<file path="src/hdl/oid_dotted_decimal_parser_core_macros.svh">
// Assertion macros shared by the parser RTL.
// Each check is sampled on the rising edge of clk and is held off during reset.
`ifndef OID_DOTTED_DECIMAL_PARSER_CORE_MACROS_SVH
`define OID_DOTTED_DECIMAL_PARSER_CORE_MACROS_SVH

`ifndef SYNTH

// Same-cycle implication
`define OID_ASSERT_IMPL(lbl, a, b) \
    lbl: assert property (@(posedge clk) disable iff (!rst_n) (a) |-> (b)) \
        else $error("oid parser check failed");

// Next-cycle implication
`define OID_ASSERT_NEXT(lbl, a, b) \
    lbl: assert property (@(posedge clk) disable iff (!rst_n) (a) |=> (b)) \
        else $error("oid parser check failed");

`else

`define OID_ASSERT_IMPL(lbl, a, b)
`define OID_ASSERT_NEXT(lbl, a, b)

`endif

`endif

</file>
<file path="src/hdl/oid_pkg.sv">
package oid_pkg;

    // Largest number of sub-identifiers in one text (1..128; component_index is 7 bits)
    localparam int MAX_COMPONENTS = 128;

    localparam int CHAR_W  = 8;
    localparam int VALUE_W = 32;
    localparam int INDEX_W = 7;
    localparam int COUNT_W = 8;

    localparam logic [COUNT_W-1:0] MAX_COUNT = COUNT_W'(MAX_COMPONENTS);

    localparam logic [CHAR_W-1:0] CH_DOT  = 8'h2E;
    localparam logic [CHAR_W-1:0] CH_ZERO = 8'h30;
    localparam logic [CHAR_W-1:0] CH_NINE = 8'h39;

    // One input request
    typedef struct packed {
        logic [CHAR_W-1:0] char_code;
        logic              end_of_text;
    } oid_item_t;

    // One result request
    typedef struct packed {
        logic               component_valid;
        logic [VALUE_W-1:0] component_value;
        logic [INDEX_W-1:0] component_index;
        logic               text_done;
        logic               text_error;
    } oid_result_t;

endpackage

</file>
<file path="src/hdl/oid_in_reg.sv">
module oid_in_reg
    import oid_pkg::*;
(
    input  logic      clk,
    input  logic      rst_n,
    input  logic      in_valid,
    output logic      in_ready,
    input  oid_item_t in_item,
    input  logic      take,
    output logic      item_valid,
    output oid_item_t item
);

    logic      valid_reg;
    logic      valid_next;
    oid_item_t item_reg;

    // Refill in the same cycle the held request is consumed
    assign in_ready = !valid_reg || take;

    always_comb
    begin
        valid_next = valid_reg;
        if (in_valid && in_ready)
            valid_next = 1'b1;
        else if (take)
            valid_next = 1'b0;
    end

    always_ff @(posedge clk or negedge rst_n)
    begin
        if (!rst_n)
            valid_reg <= 1'b0;
        else
            valid_reg <= valid_next;
    end

    always_ff @(posedge clk)
    begin
        if (in_valid && in_ready)
            item_reg <= in_item;
    end

    assign item_valid = valid_reg;
    assign item       = item_reg;

endmodule

</file>
<file path="src/hdl/oid_step.sv">
`include "oid_dotted_decimal_parser_core_macros.svh"

module oid_step
    import oid_pkg::*;
(
    input  logic        clk,
    input  logic        rst_n,
    input  oid_item_t   item,
    input  logic        take,
    output logic        has_result,
    output oid_result_t result
);

    logic               at_start_reg,  at_start_next;
    logic [VALUE_W-1:0] accum_reg,     accum_next;
    logic               ovf_reg,       ovf_next;
    logic               has_digit_reg, has_digit_next;
    logic [COUNT_W-1:0] count_reg,     count_next;
    logic               error_reg,     error_next;

    logic               is_dot;
    logic               is_digit;
    logic               last;
    logic [3:0]         digit;
    logic [VALUE_W+3:0] times_ten;
    logic               good;
    logic               emit;

    // Character decode and accumulate step: accum * 10 + digit
    assign is_dot   = (item.char_code == CH_DOT);
    assign is_digit = (item.char_code >= CH_ZERO) && (item.char_code <= CH_NINE);
    assign last     = item.end_of_text;
    assign digit    = 4'(item.char_code - CH_ZERO);
    assign times_ten = {1'b0, accum_reg, 3'b000} + {3'b000, accum_reg, 1'b0}
                     + {(VALUE_W)'(0), digit};

    // Next state and result for the held character
    always_comb
    begin
        at_start_next  = 1'b0;
        accum_next     = accum_reg;
        ovf_next       = ovf_reg;
        has_digit_next = has_digit_reg;
        count_next     = count_reg;
        error_next     = error_reg;
        good           = 1'b0;
        emit           = 1'b0;
        result         = '0;

        if (at_start_reg && is_dot)
        begin
            // leading dot skipped; alone it is an empty text
            if (last)
                error_next = 1'b1;
        end
        else if (is_digit || is_dot)
        begin
            if (is_digit)
            begin
                has_digit_next = 1'b1;
                if (!ovf_reg)
                begin
                    if (|times_ten[VALUE_W+3:VALUE_W])
                        ovf_next = 1'b1;
                    else
                        accum_next = times_ten[VALUE_W-1:0];
                end
            end
            // a dot, or a digit that ends the text, closes the component
            if (is_dot || last)
            begin
                good = has_digit_next && !ovf_next && (count_reg < MAX_COUNT);
                if (!good)
                    error_next = 1'b1;
                else if (!error_reg)
                begin
                    emit                   = 1'b1;
                    result.component_value = accum_next;
                    result.component_index = count_reg[INDEX_W-1:0];
                    count_next             = count_reg + 1'b1;
                end
                accum_next     = '0;
                ovf_next       = 1'b0;
                has_digit_next = 1'b0;
                // final dot leaves an empty component
                if (is_dot && last)
                    error_next = 1'b1;
            end
        end
        else
        begin
            // any other character
            error_next     = 1'b1;
            accum_next     = '0;
            ovf_next       = 1'b0;
            has_digit_next = 1'b0;
        end

        result.component_valid = emit;
        result.text_done       = last;
        result.text_error      = last && error_next;
        has_result             = emit || last;

        // end of text returns everything to the idle values
        if (last)
        begin
            at_start_next  = 1'b1;
            accum_next     = '0;
            ovf_next       = 1'b0;
            has_digit_next = 1'b0;
            count_next     = '0;
            error_next     = 1'b0;
        end
    end

    always_ff @(posedge clk or negedge rst_n)
    begin
        if (!rst_n)
        begin
            at_start_reg  <= 1'b1;
            accum_reg     <= '0;
            ovf_reg       <= 1'b0;
            has_digit_reg <= 1'b0;
            count_reg     <= '0;
            error_reg     <= 1'b0;
        end
        else if (take)
        begin
            at_start_reg  <= at_start_next;
            accum_reg     <= accum_next;
            ovf_reg       <= ovf_next;
            has_digit_reg <= has_digit_next;
            count_reg     <= count_next;
            error_reg     <= error_next;
        end
    end

    `OID_ASSERT_IMPL(a_count_in_range, 1'b1, count_reg <= MAX_COUNT)
    `OID_ASSERT_IMPL(a_no_emit_after_error, error_reg, !emit)
    `OID_ASSERT_NEXT(a_restart_after_end, take && last,
                     at_start_reg && (count_reg == '0) && !error_reg)

endmodule

</file>
<file path="src/hdl/oid_out_reg.sv">
module oid_out_reg
    import oid_pkg::*;
(
    input  logic        clk,
    input  logic        rst_n,
    input  logic        load,
    input  oid_result_t load_result,
    output logic        free,
    output logic        out_valid,
    input  logic        out_ready,
    output oid_result_t out_result
);

    logic        valid_reg;
    logic        valid_next;
    oid_result_t result_reg;

    // Slot is free when empty or emptied this cycle
    assign free = !valid_reg || out_ready;

    always_comb
    begin
        valid_next = valid_reg;
        if (load)
            valid_next = 1'b1;
        else if (out_ready)
            valid_next = 1'b0;
    end

    always_ff @(posedge clk or negedge rst_n)
    begin
        if (!rst_n)
            valid_reg <= 1'b0;
        else
            valid_reg <= valid_next;
    end

    always_ff @(posedge clk)
    begin
        if (load)
            result_reg <= load_result;
    end

    assign out_valid  = valid_reg;
    assign out_result = result_reg;

endmodule

</file>
<file path="src/hdl/oid_dotted_decimal_parser_core.sv">
// Channel   Handshake            Payload
// input     in_valid/in_ready    char_code[7:0], end_of_text
// result    out_valid/out_ready  component_valid, component_value[31:0],
//                                component_index[6:0], text_done, text_error
//
// One character per cycle sustained while results are taken; each character
// passes through the input register, then the step logic, to the result register.
// The step logic is one multiply-by-ten add and a range check per character.
// rst_n clears valid and parser state at once; the next character starts a new text.
// A stalled result stops only characters that produce a result.
`include "oid_dotted_decimal_parser_core_macros.svh"

module oid_dotted_decimal_parser_core
    import oid_pkg::*;
(
    input  logic               clk,
    input  logic               rst_n,
    input  logic               in_valid,
    output logic               in_ready,
    input  logic [CHAR_W-1:0]  char_code,
    input  logic               end_of_text,
    output logic               out_valid,
    input  logic               out_ready,
    output logic               component_valid,
    output logic [VALUE_W-1:0] component_value,
    output logic [INDEX_W-1:0] component_index,
    output logic               text_done,
    output logic               text_error
);

    oid_item_t   in_item;
    oid_item_t   item;
    logic        item_valid;
    logic        take;
    logic        has_result;
    logic        out_free;
    oid_result_t step_result;
    oid_result_t out_result;

    assign in_item.char_code   = char_code;
    assign in_item.end_of_text = end_of_text;

    // Consume the held character unless its result has nowhere to go
    assign take = item_valid && (!has_result || out_free);

    oid_in_reg u_in_reg (
        .clk        (clk),
        .rst_n      (rst_n),
        .in_valid   (in_valid),
        .in_ready   (in_ready),
        .in_item    (in_item),
        .take       (take),
        .item_valid (item_valid),
        .item       (item)
    );

    oid_step u_step (
        .clk        (clk),
        .rst_n      (rst_n),
        .item       (item),
        .take       (take),
        .has_result (has_result),
        .result     (step_result)
    );

    oid_out_reg u_out_reg (
        .clk         (clk),
        .rst_n       (rst_n),
        .load        (take && has_result),
        .load_result (step_result),
        .free        (out_free),
        .out_valid   (out_valid),
        .out_ready   (out_ready),
        .out_result  (out_result)
    );

    assign component_valid = out_result.component_valid;
    assign component_value = out_result.component_value;
    assign component_index = out_result.component_index;
    assign text_done       = out_result.text_done;
    assign text_error      = out_result.text_error;

    `OID_ASSERT_IMPL(a_error_only_when_done, out_valid && text_error, text_done)
    `OID_ASSERT_IMPL(a_empty_fields_zero, out_valid && !component_valid,
                     (component_value == '0) && (component_index == '0))
    `OID_ASSERT_IMPL(a_result_has_content, out_valid, component_valid || text_done)
    `OID_ASSERT_NEXT(a_load_shows_result, take && has_result, out_valid)

endmodule

</file>
<file path="config.mk">
export PLATFORM = sky130hd
export DESIGN_NAME = oid_dotted_decimal_parser_core
export DESIGN_NICKNAME = d
export VERILOG_FILES = /design/src/hdl/oid_pkg.sv /design/src/hdl/oid_in_reg.sv /design/src/hdl/oid_step.sv /design/src/hdl/oid_out_reg.sv /design/src/hdl/oid_dotted_decimal_parser_core.sv
export VERILOG_INCLUDE_DIRS = /design/src /design/src/hdl
export SDC_FILE = /design/constraint.sdc
export NUM_CORES = 1
export LEC_CHECK = 0
export BUFFER_PORTS_ARGS = -buffer_cell sky130_fd_sc_hd__buf_2
export CORE_MARGIN = 3
export CORE_UTILIZATION = 33
export DETAILED_ROUTE_END_ITERATION = 8
export GPL_TIMING_DRIVEN = 0
export PLACE_DENSITY_LB_ADDON = 0.2
export SETUP_SLACK_MARGIN = 0.1
export SYNTH_ARGS = -nofsm -noshare
export SYNTH_HDL_FRONTEND = slang
export SYNTH_HIERARCHICAL = 1
export SYNTH_SLANG_ARGS = --single-unit
</file>
<file path="constraint.sdc">
create_clock -name clk -period 12.23 [get_ports clk]
set_input_delay 0.6115 -clock clk [delete_from_list [all_inputs] [get_ports clk]]
set_output_delay 0.6115 -clock clk [all_outputs]
set_load 0.01 [all_outputs]
</file>
## Word level (Yosys, flattened, before mapping)

Cells that the tools add are included.

| storage, ports and cells | value |
|---|---|
| output and inout bits | 44 |
| register bits | 97 |

| operators by class | value |
|---|---|
| order comparisons | 3 |
| eq/ne operators | 3 |
| reductions and logical operators | 28 |
| bitwise operators | 3 |
| muxes and demuxes | 46 |
| $add $sub $neg | 4 |

Operators by type and width:

| cell | number |
|---|---|
| two-way mux 32 bit | 7 |
| two-way mux 8 bit | 6 |
| adder 35 x 33 -> 36 bit | 1 |
| adder 36 x 4 -> 36 bit | 1 |
| two-way mux 1 bit | 33 |
| nonzero test 2 bit | 5 |
| logical AND 1 bit | 9 |
| adder 8 x 1 -> 8 bit (second input constant) | 1 |
| == test 8 x 6 -> 1 bit (second input constant) | 1 |
| >= comparator 8 x 6 -> 1 bit (second input constant) | 1 |
| less-or-equal comparator 8 x 6 -> 1 bit (second input constant) | 1 |
| < comparator 8 bit (second input constant) | 1 |
| logical OR 1 bit | 6 |
| AND reduction 6 bit | 1 |
| OR reduction 5 bit | 1 |
| zero test 1 bit | 4 |
| != test 2 bit (second input constant) | 2 |
| OR reduction 4 bit | 1 |
| subtractor 4 x 1 -> 4 bit (second input constant) | 1 |
| NOT 1 bit | 3 |
| AND reduction 2 bit | 1 |

## Depth between registers and ports, before layout

Gate-level depths: netlist of run 1.

| depth | value |
|---|---|
| depth after elaboration | 22 |
| depth in mapped cells | 20 |
| depth with buffers taken out | 18 |

## Hierarchy

Netlist of run 1, hierarchy kept.

By module, submodules not included:

| module | instances | area an instance (um2) | cells an instance | sequential area each (um2) |
|---|---|---|---|---|
| oid_step | 1 | 4877.2 | 529 | 1102.3 |
| oid_out_reg | 1 | 1308.8 | 45 | 1286.2 |
| oid_in_reg | 1 | 324.1 | 13 | 295.3 |
| oid_dotted_decimal_parser_core | 1 | 18.8 | 3 | 0.0 |

## Worst setup path before layout of run 1

Ideal clock, no wire load.

| timing | value |
|---|---|
| path type | register to register |
| start point | register u_step.accum_reg[0] |
| end point | register u_step.count_reg[5] |
| setup time | 137 ps |
| arrival | 4414 ps |
| cell stages (with the launch flop) | 20 |
| required time | 12093 ps |
| buffers on the path | 2 |
| setup slack | 7679 ps |
| cell sequence | dfrtp_1 inv_1 fa_1 fa_1 nand2b_1 a21oi_1 o21bai_1 o211ai_4 a2111oi_4 a31oi_2 o32ai_4 a31o_2 a21boi_1 clkbuf_1 o31ai_1 or2_2 clkbuf_1 nor3_1 xnor2_1 a21oi_1 |

| between the ends | value |
|---|---|
| cells in the longest elaborated chain, start to end | 20 |
| elaborated cells on any way between the ends | 21 |
| those cells by class | add/sub (2); mux (9); reduce/logical (10) |

Ends and longest elaborated chain:

| what | line | RTL |
|---|---|---|
| start: declaration | oid_step.sv:15 | `logic [VALUE_W-1:0] accum_reg, accum_next;` |
| start signal: assignment | oid_step.sv:130 | `accum_reg <= accum_next;` |
| adder 35 x 33 -> 36 bit | oid_step.sv:34 | `assign times_ten = {1'b0, accum_reg, 3'b000} + {3'b000, accum_reg, 1'b0}` |
| adder 36 x 4 -> 36 bit | oid_step.sv:35 | `+ {(VALUE_W)'(0), digit};` |
| OR reduction 4 bit | oid_step.sv:63 | `if (\|times_ten[VALUE_W+3:VALUE_W])` |
| two-way mux 1 bit | oid_step.sv:63 |  |
| two-way mux 1 bit | oid_step.sv:61 | `if (!ovf_reg)` |
| two-way mux 1 bit | oid_step.sv:58 | `if (is_digit)` |
| two-way mux 1 bit | oid_step.sv:56 | `else if (is_digit \|\| is_dot)` |
| two-way mux 1 bit | oid_step.sv:50 | `if (at_start_reg && is_dot)` |
| (+6 left out) | - |  |
| two-way mux 1 bit | oid_step.sv:50 |  |
| logical OR 1 bit | oid_step.sv:102 | `has_result = emit \|\| last;` |
| net has_result | oid_dotted_decimal_parser_core.sv:35 | `logic has_result;` |
| zero test 1 bit | oid_dotted_decimal_parser_core.sv:44 | `assign take = item_valid && (!has_result \|\| out_free);` |
| logical OR 1 bit | oid_dotted_decimal_parser_core.sv:44 |  |
| logical AND 1 bit | oid_dotted_decimal_parser_core.sv:44 |  |
| net take | oid_dotted_decimal_parser_core.sv:34 | `logic take;` |
| AND reduction 6 bit (no line) | - |  |
| end signal: assignment | oid_step.sv:133 | `count_reg <= count_next;` |
| end: declaration | oid_step.sv:18 | `logic [COUNT_W-1:0] count_reg, count_next;` |

The timed path passes the listed nets, and every way through them passes these cells. The select of a mux whose other input is x is not followed.
A chain may end at the register's enable or synchronous reset.

## Worst setup path in the final report of run 1

| timing | value |
|---|---|
| start point | register u_step.accum_reg[2] |
| end point | register u_step.count_reg[5] |

The elaborated chain is that of the path after synthesis.

==> results.toml, run 1 <==
[outcome]
status = "finished clean"

[cts]
post_cts_buffers = 0
postCtsHoldBufs = 0
clk-insertion-delay-late_ps = 360
cts_root_buffer = "clkbuf_16"
ctsHtreeMaxLevel = 3
cts.sinks = 97
clockBufferDepth = 2
cts_resized = 0
cts.clk_slew.worst_paths_ps = 70
cts_tree = "yes"
cts_buffers = 9

[cells_and_area]
synthToLayoutAreaGrowth_pct = 14.3
nets = 736
largest_reg_flops = 42
design_area_um2 = 7460
num-fill-cells = 1868
num_antenna_cells = 0
drive_gt1_share_pct = 20.8
post-route-util_pct = 39.1

[critical_path]
cpLargestDelayFamily = "compound AO/OA/AOI/OAI gates"
worstPathRequired_ps = 12450
start_kind = "register"
max_stage_delay_ps = 480
arrival_ps = 5500
cpMaxStageDelayCell = "fa_1"
path_cells = "inv_1 > fa_1 > fa_1 > nand2b_1 > a21oi_1 > o21bai_1 > o211ai_4 > a2111oi_4 > a31oi_2 > o32ai_4 > a31o_2 > a21boi_1 > clkbuf_1 > o31ai_1 > or2_2 > clkbuf_1 > nor3_1 > xnor2_1 > a21oi_1"
critPathMaxFanout = 9
worstReg2RegStart = "u_step/accum_reg[2]"
cp_num_buf_inv = 3
setup.worst_path.class = "reg -> reg"
critPathLaunch = "u_step/accum_reg[2]"
crit_path_end_kind = "register"

[sta]
max_freq_mhz = 189
hold_violations = 0
period_needed_ps = 5280
report.final.slew_viol_count = 0
relSlewSlack_pct = 25.9
fin_tns_setup_ps = 0
setup_violations = 0
fin_skew_ps = 11.7
final.period_utilization_pct = 43.2
rsz0062_at_grt = "false"
worstMarginPinSlew_ps = 1110

[floorplan]
die_x_um = 147
start_util_pct = 34.2
die_y_um = 147
die-area_um2 = 21500
coreArea_um2 = 19100
core.rowCount = 50
boundaryPins = 57

[detailed_routing]
drtIter0Drc = 268
viasPerCell = 5.32
wl_per_cell_um = 16.5
dr.pass1.iters = 5
route.detailed.drc = 0
routed_wl_um = 15200
antenna_left = 0
dr_total_vias = 4908

[synth]
synth_ff_type = "edfxtp_1"
ys_seq_area_share_pct = 41.1
synth_edf_count = 51
synth_area_per_cell_um2 = 11.1
synth.area.top_cells = "edfxtp_1 23%, dfrtp_1 17%, ha_1 12%"
yosysMostFrequentCell = "ha_1"
yosysTopAreaCell = "edfxtp_1"
synth_fp_nets = 669
ys_seq_elements = 97
async_reset_ff_share_pct = 47.4
synthTopCellsByCount = "64 x ha_1, 51 x edfxtp_1, 45 x dfrtp_1"
ys_warn_count = 6
synth_top_area_share_pct = 23.5
synth_cells = 590
synth_area_um2 = 6530
synth_cell_type_count = 73

[grt]
grt-ovfl-total = 0
grt_usage_pct = 14.6
grt_pass1_vias = 5079
grt_max_degree = 47
grt_pass1_wl_um = 25900
antenna_found_initial = 0

[power]
leakagePower_nw = 3.20
total_power_mw = 0.739
vdd_drop_max_mv = 0.0808
p_per_area_nw_per_um2 = 99.0

[placement]
io_buffers = 56
dp_hpwl_um = 11300
placed_area_um2 = 7130
gp_congestion = 0.892

[min_path]
hp-start = "char_code[1]"
hold_path.class = "in -> reg"

[job]
cap_viol_max_count = 0
==> where the power goes <==
part / leakage (nW) / internal [mW] / switching [mW] / total, mW
Combinational: 1.93 / 0.0191 / 0.0393 / 0.0583
Clock: 0.157 / 0.183 / 0.132 / 0.315
Sequential: 1.12 / 0.360 / 0.00509 / 0.365
Total: 3.20 / 0.562 / 0.176 / 0.739
==> worst reg2reg max path, cell delays in order (launching register included) <==
cell       delay (ps)
dfrtp_1           430
inv_1              70
fa_1              480
fa_1              480
nand2b_1          190
a21oi_1           240
o21bai_1          230
o211ai_4          330
a2111oi_4         120
a31oi_2           310
o32ai_4           180
a31o_2            270
a21boi_1          160
clkbuf_1          310
o31ai_1           260
or2_2             350
clkbuf_1          180
nor3_1            340
xnor2_1           160
a21oi_1            50
==> layout by cell type (no fill, tap or decap), drive strengths merged, types with 3 or more instances in the layout <==
| cell type | count |
|---|---|
| a2111oi | 3 |
| a211oi | 3 |
| a21boi | 6 |
| a21o | 8 |
| a21oi | 37 |
| a221oi | 3 |
| a22o | 30 |
| a31o | 3 |
| a31oi | 9 |
| and2 | 6 |
| and3 | 7 |
| and4 | 3 |
| buf | 75 |
| clkbuf | 20 |
| dfrtp | 45 |
| edfxtp | 51 |
| ha | 64 |
| inv | 22 |
| mux2i | 31 |
| nand2 | 30 |
| nand2b | 8 |
| nand3 | 10 |
| nand4 | 7 |
| nor2 | 21 |
| nor3 | 37 |
| nor3b | 9 |
| o211ai | 5 |
| o21a | 6 |
| o21ai | 33 |
| o21bai | 7 |
| o31ai | 4 |
| xnor2 | 17 |
| xor2 | 10 |
==> worst paths after layout <==
kind / endpoint / cells past startpoint / slack [ps]
min in group asynchronous: u_step/accum_reg[8] / 1 / 480
setup / recovery: u_step/count_reg[5] / 19 / 6950
hold reg to reg: u_step/has_digit_reg / 2 / 520
hold / removal: u_in_reg/item[2] / 1 / 430
setup reg to reg: u_step/count_reg[5] / 19 / 6950
max in group asynchronous: u_step/accum_reg[27] / 1 / 11080
==> per-stage QoR <==
stage                     std cells  hold slack [ps]  worst slack (ps)
after detailed placement        906              501              6980
after CTS                       922              409              6920
after global routing            922              408              6550
final                           922              431              6950
after global placement          906              491              6990
after floorplan                 590              316              7680
==> kinds of logic (layout without fill, tap and decap cells) <==
kind of cell / count (synthesis) / count (layout) / synth area share, %
compound gates: 172 / 172 / 19.5
simple gates: 149 / 149 / 14.4
flops: 97 / 97 / 41.1
fa+ha+maj: 66 / 66 / 12.9
buf+inv: 48 / 120 / 3.70
mux: 31 / 31 / 4.75
xor+xnor: 27 / 27 / 3.62
==> per-layer routing <==
layer	track usage (%)	vias up	share of wire [%]
met5	0	-	0
li1	-	2387	-
met4	4.52	0	1.6
met2	23.9	100	46
met1	19.6	2404	48
met3	2.98	17	3.8
==> final cells by class <==
type / instances / area [µm²] / share of cell area, %
Buffer: 29 / 170 / 2.28
Clock buffer: 10 / 229 / 3.07
Clock inverter: 6 / 98.8 / 1.32
Inverter: 19 / 71.3 / 0.956
Multi-Input combinational cell: 445 / 3600 / 48.3
Sequential cell: 97 / 2680 / 36.0
Tap cell: 260 / 325 / 4.36
Timing Repair Buffer: 56 / 280 / 3.76
No activity file was read; power rests on OpenSTA's default activity.
==> run 2, diff against run 1 <==
- clock period: 12.23 -> 5.5 ns (I/O delays scaled with it)
==> results.toml, run 2 (same netlist as run 1, synthesis figures left out) <==
[placement]
io_buffers = 56
placed_area_um2 = 7130
gp_congestion = 0.892
pre_cts_ws_ps = 246
dp_hpwl_um = 11300
place_inst = 906

[cts]
cts.sinks = 97
ctsHtreeMaxLevel = 3
cts_root_buffer = "clkbuf_16"
cts.clk_slew.worst_paths_ps = 70
cts_buffers = 9
cts_tree = "yes"
postCtsHoldBufs = 0
clk-insertion-delay-late_ps = 350
clockBufferDepth = 2

[detailed_routing]
dr_total_vias = 4922
viasPerCell = 5.33
dr.pass1.iters = 4
routed_wl_um = 15300
wl_per_cell_um = 16.6
drtIter0Drc = 268
route.detailed.drc = 0
antenna_left = 0

[cells_and_area]
post-route-util_pct = 39.2
register_area_um2 = 2680
nets = 737
multi_input_area_um2 = 3610
design_area_um2 = 7480
layout_common_cells = "69 x buf_2, 64 x ha_1, 51 x edfxtp_1"
drive_gt1_share_pct = 21.3
stdcell_count = 923
num-fill-cells = 1866
final_common_cell = "buf_2"
largest_reg_flops = 42
num_antenna_cells = 0
synthToLayoutAreaGrowth_pct = 14.5

[floorplan]
core.rowCount = 50
die_y_um = 147
start_util_pct = 34.2
boundaryPins = 57
die-area_um2 = 21500
die_x_um = 147
coreArea_um2 = 19100

[min_path]
hp-start = "char_code[1]"
hold_path.class = "in -> reg"
whs_path_depth = 1

[sta]
max_freq_mhz = 198
fin_tns_setup_ps = 0
rsz0062_at_grt = "false"
setup_violations = 0
final.period_utilization_pct = 91.9
report.final.slew_viol_count = 0
fin_skew_ps = 10.6
hold_violations = 0
period_needed_ps = 5060
setup_ws_ps = 444
worstMarginPinSlew_ps = 1110
relSlewSlack_pct = 26.0

[critical_path]
worstPathRequired_ps = 5720
crit_path_end_kind = "register"
setup.worst_path.class = "reg -> reg"
critPathMaxFanout = 9
start_kind = "register"
worstReg2RegStart = "u_step/accum_reg[2]"
arrival_ps = 5280
r2r_cells = 19
critPathLaunch = "u_step/accum_reg[2]"

[grt]
grt_pass1_vias = 5079
grt_usage_pct = 14.6
antenna_found_initial = 0
grt-ovfl-total = 0
grt_pass1_wl_um = 25900
grt_max_degree = 47

[outcome]
status = "finished clean"

[power]
p_per_area_nw_per_um2 = 220
leakagePower_nw = 3.21
vdd_drop_max_mv = 0.180

[job]
cap_viol_max_count = 0
[run 2: cell count changes in the layout (fill, tap and decap cells not counted), sizes merged]
cell  previous run  this run
buf             75        76
[run 2: report_power, final]
group	leakage, nW	switching, mW	internal, mW
combinational	1.93	0.0879	0.0426
clock	0.157	0.294	0.407
sequential	1.12	0.0113	0.801
[run 2: metrics by stage]
step	hold WS [ps]	total power [mW]
floorplan	-20.6	0.903
global placement	453	0.958
finish	93.4	1.64
detailed placement	453	0.962
CTS	72.7	1.68
global route	71.8	1.72
[run 2: layer usage]
metal / up-vias / share of wire, % / global-route usage, %
li1: 2388 / - / -
met1: 2426 / 48 / 19.6
met2: 90 / 47 / 23.9
met3: 18 / 3.3 / 2.98
met4: 0 / 1.6 / 4.52
met5: - / 0 / 0
[run 2: path summary, 6_finish.rpt]
| kind | slack [ps] | end |
|---|---|---|
| worst min register to register | 520 | u_step/has_digit_reg |
| worst min-delay path | 90 | u_in_reg/item[2] |
| worst max register to register | 440 | u_step/count_reg[5] |
| worst max-delay path | 440 | u_step/count_reg[5] |
| min in group asynchronous | 140 | u_step/accum_reg[8] |
| max in group asynchronous | 4690 | u_step/accum_reg[27] |
[run 2: timing repair]
item                       4_1_cts  5_1_grt
setup buffers                    0        1
resized for setup                0        3
setup endpoints to repair        0        2
[run 2: area by class of cell]
cell class,count,share of cell area [%]
Timing Repair Buffer,57,3.85
Clock inverter,6,1.32
Clock buffer,10,3.06
Inverter,19,0.954
Tap cell,260,4.35
Sequential cell,97,35.9
Buffer,29,2.29
Multi-Input combinational cell,445,48.3
[run 2: critical path, stage by stage, from the launching register on]
cell	delay [ps]
dfrtp_1	430
inv_1	70
fa_1	480
fa_1	480
nand2b_1	190
a21oi_1	250
o21bai_1	240
o211ai_4	310
a2111oi_4	110
a31oi_2	310
o32ai_4	180
a31o_2	270
a21boi_1	170
clkbuf_2	230
o31ai_1	200
or2_2	350
clkbuf_1	190
nor3_2	280
xnor2_1	150
a21oi_1	50
==> run 3, diff against run 2 <==
- BUFFER_PORTS_ARGS: -buffer_cell sky130_fd_sc_hd__buf_2 -> default
- CORE_MARGIN: 3 -> 1.5
- DONT_BUFFER_PORTS: default -> 1
==> results.toml, run 3 (same netlist as run 1, synthesis figures left out) <==
[detailed_routing]
routed_wl_um = 15300
antenna_left = 0
route.detailed.drc = 0
dr_total_vias = 4733
wl_per_cell_um = 17.4
drtIter0Drc = 222
dr.pass1.iters = 5
viasPerCell = 5.37

[cells_and_area]
post-route-util_pct = 37.5
drive_gt1_share_pct = 13.8
num_antenna_cells = 0
synthToLayoutAreaGrowth_pct = 11.9
final_common_cell = "ha_1"
largest_reg_flops = 42
layout_common_cells = "64 x ha_1, 51 x edfxtp_1, 45 x dfrtp_1"
nets = 691

[floorplan]
boundaryPins = 57
die-area_um2 = 20600
core.rowCount = 51
start_util_pct = 33.5
die_x_um = 144
coreArea_um2 = 19500
die_y_um = 144

[min_path]
hold_path.class = "in -> reg"
hp-start = "in_valid"

[cts]
clockBufferDepth = 2
cts_tree = "yes"
cts_root_buffer = "clkbuf_16"
cts.sinks = 97
post_cts_buffers = 0
ctsHtreeMaxLevel = 3
cts_buffers = 9
clk-insertion-delay-late_ps = 360
cts.clk_slew.worst_paths_ps = 70

[sta]
final.period_utilization_pct = 92.3
max_freq_mhz = 197
worstMarginPinSlew_ps = 1060
period_needed_ps = 5080
relSlewSlack_pct = 29.0
fin_tns_setup_ps = 0
hold_violations = 0
setup_violations = 0
report.final.slew_viol_count = 0
fin_skew_ps = 10.8
rsz0062_at_grt = "false"

[critical_path]
worstPathRequired_ps = 5730
arrival_ps = 5300
setup.worst_path.class = "reg -> reg"
crit_path_end_kind = "register"
worstReg2RegStart = "u_step/accum_reg[2]"
critPathLaunch = "u_step/accum_reg[2]"
timing.rr.end = "u_step/count_reg[5]"
crit_end = "u_step/count_reg[5]"
start_kind = "register"
r2r_cells = 19
reg2reg_slack_ps = 420
critPathMaxFanout = 9

[grt]
grt-ovfl-total = 0
grt_max_degree = 47
antenna_found_initial = 0
grt_usage_pct = 16.1
grt_pass1_vias = 4892
grt_pass1_wl_um = 25800

[placement]
dp_hpwl_um = 11000
io_buffers = 0
gp_congestion = 0.853

[power]
leakagePower_nw = 3.03
total_power_mw = 1.58
p_per_area_nw_per_um2 = 216
vdd_drop_max_mv = 0.219

[job]
cap_viol_max_count = 0

[outcome]
status = "finished clean"
run 3: worst max-delay path, cell delays in order (launching register included):
cell,delay [ps]
dfrtp_1,430
inv_1,70
fa_1,480
fa_1,470
nand2b_1,170
a21oi_1,250
o21bai_1,230
o211ai_4,320
a2111oi_4,130
a31oi_4,250
o32ai_4,160
a31o_2,270
a21boi_1,180
clkbuf_2,230
o31ai_1,200
or2_2,340
clkbuf_1,180
nor3_1,350
xnor2_1,160
a21oi_1,50
run 3: area by class of cell:
type	instances	area, µm²
fillers	1927	12200
multi-input cells	445	3620
flip-flops and latches	97	2680
well taps	265	332
clock buffers	9	225
plain buffers	29	171
repair buffers	11	128
clock inverters	7	75.1
inverters	19	71.3
run 3: what timing repair did:
action                                  CTS  global route
endpoints found under the setup margin    0             6
resized for setup                         0             4
hold buffers                             11             0
hold endpoints to repair                 55             0
run 3: power by group:
part,switching (mW),leakage (nW),internal (mW)
registers,0.0258,1.12,0.803
logic,0.0692,1.77,0.0321
clock network,0.292,0.146,0.357
run 3: worst min-delay path by stage:
stage,cells past startpoint,slack (ps),to
floorplan,0,-20,u_in_reg/item_valid
global placement,0,-20,u_step/accum_reg[14]
finish,1,30,u_in_reg/item_valid
global route,1,30,u_in_reg/item_valid
detailed placement,0,-20,u_step/accum_reg[14]
CTS,1,10,u_in_reg/item_valid
run 3: metrics by stage:
step                area (µm²)  hold WS [ps]  instances  worst slack, ps
floorplan                 6530         -20.6        590              949
global placement          6860         -17.0        855              235
detailed placement        6860         -17.0        855              189
CTS                       7290          11.8        882              148
global route              7310          27.4        882              105
finish                    7310          27.4        882              423
run 3: per-layer routing:
layer  vias to the layer above  global-route usage, %  wire, µm
li1                       2298                      -         -
met1                      2328                   21.9      7590
met2                        97                   25.6      7060
met3                        10                   3.10       476
met4                         0                   5.26       191
met5                         -                      0         0
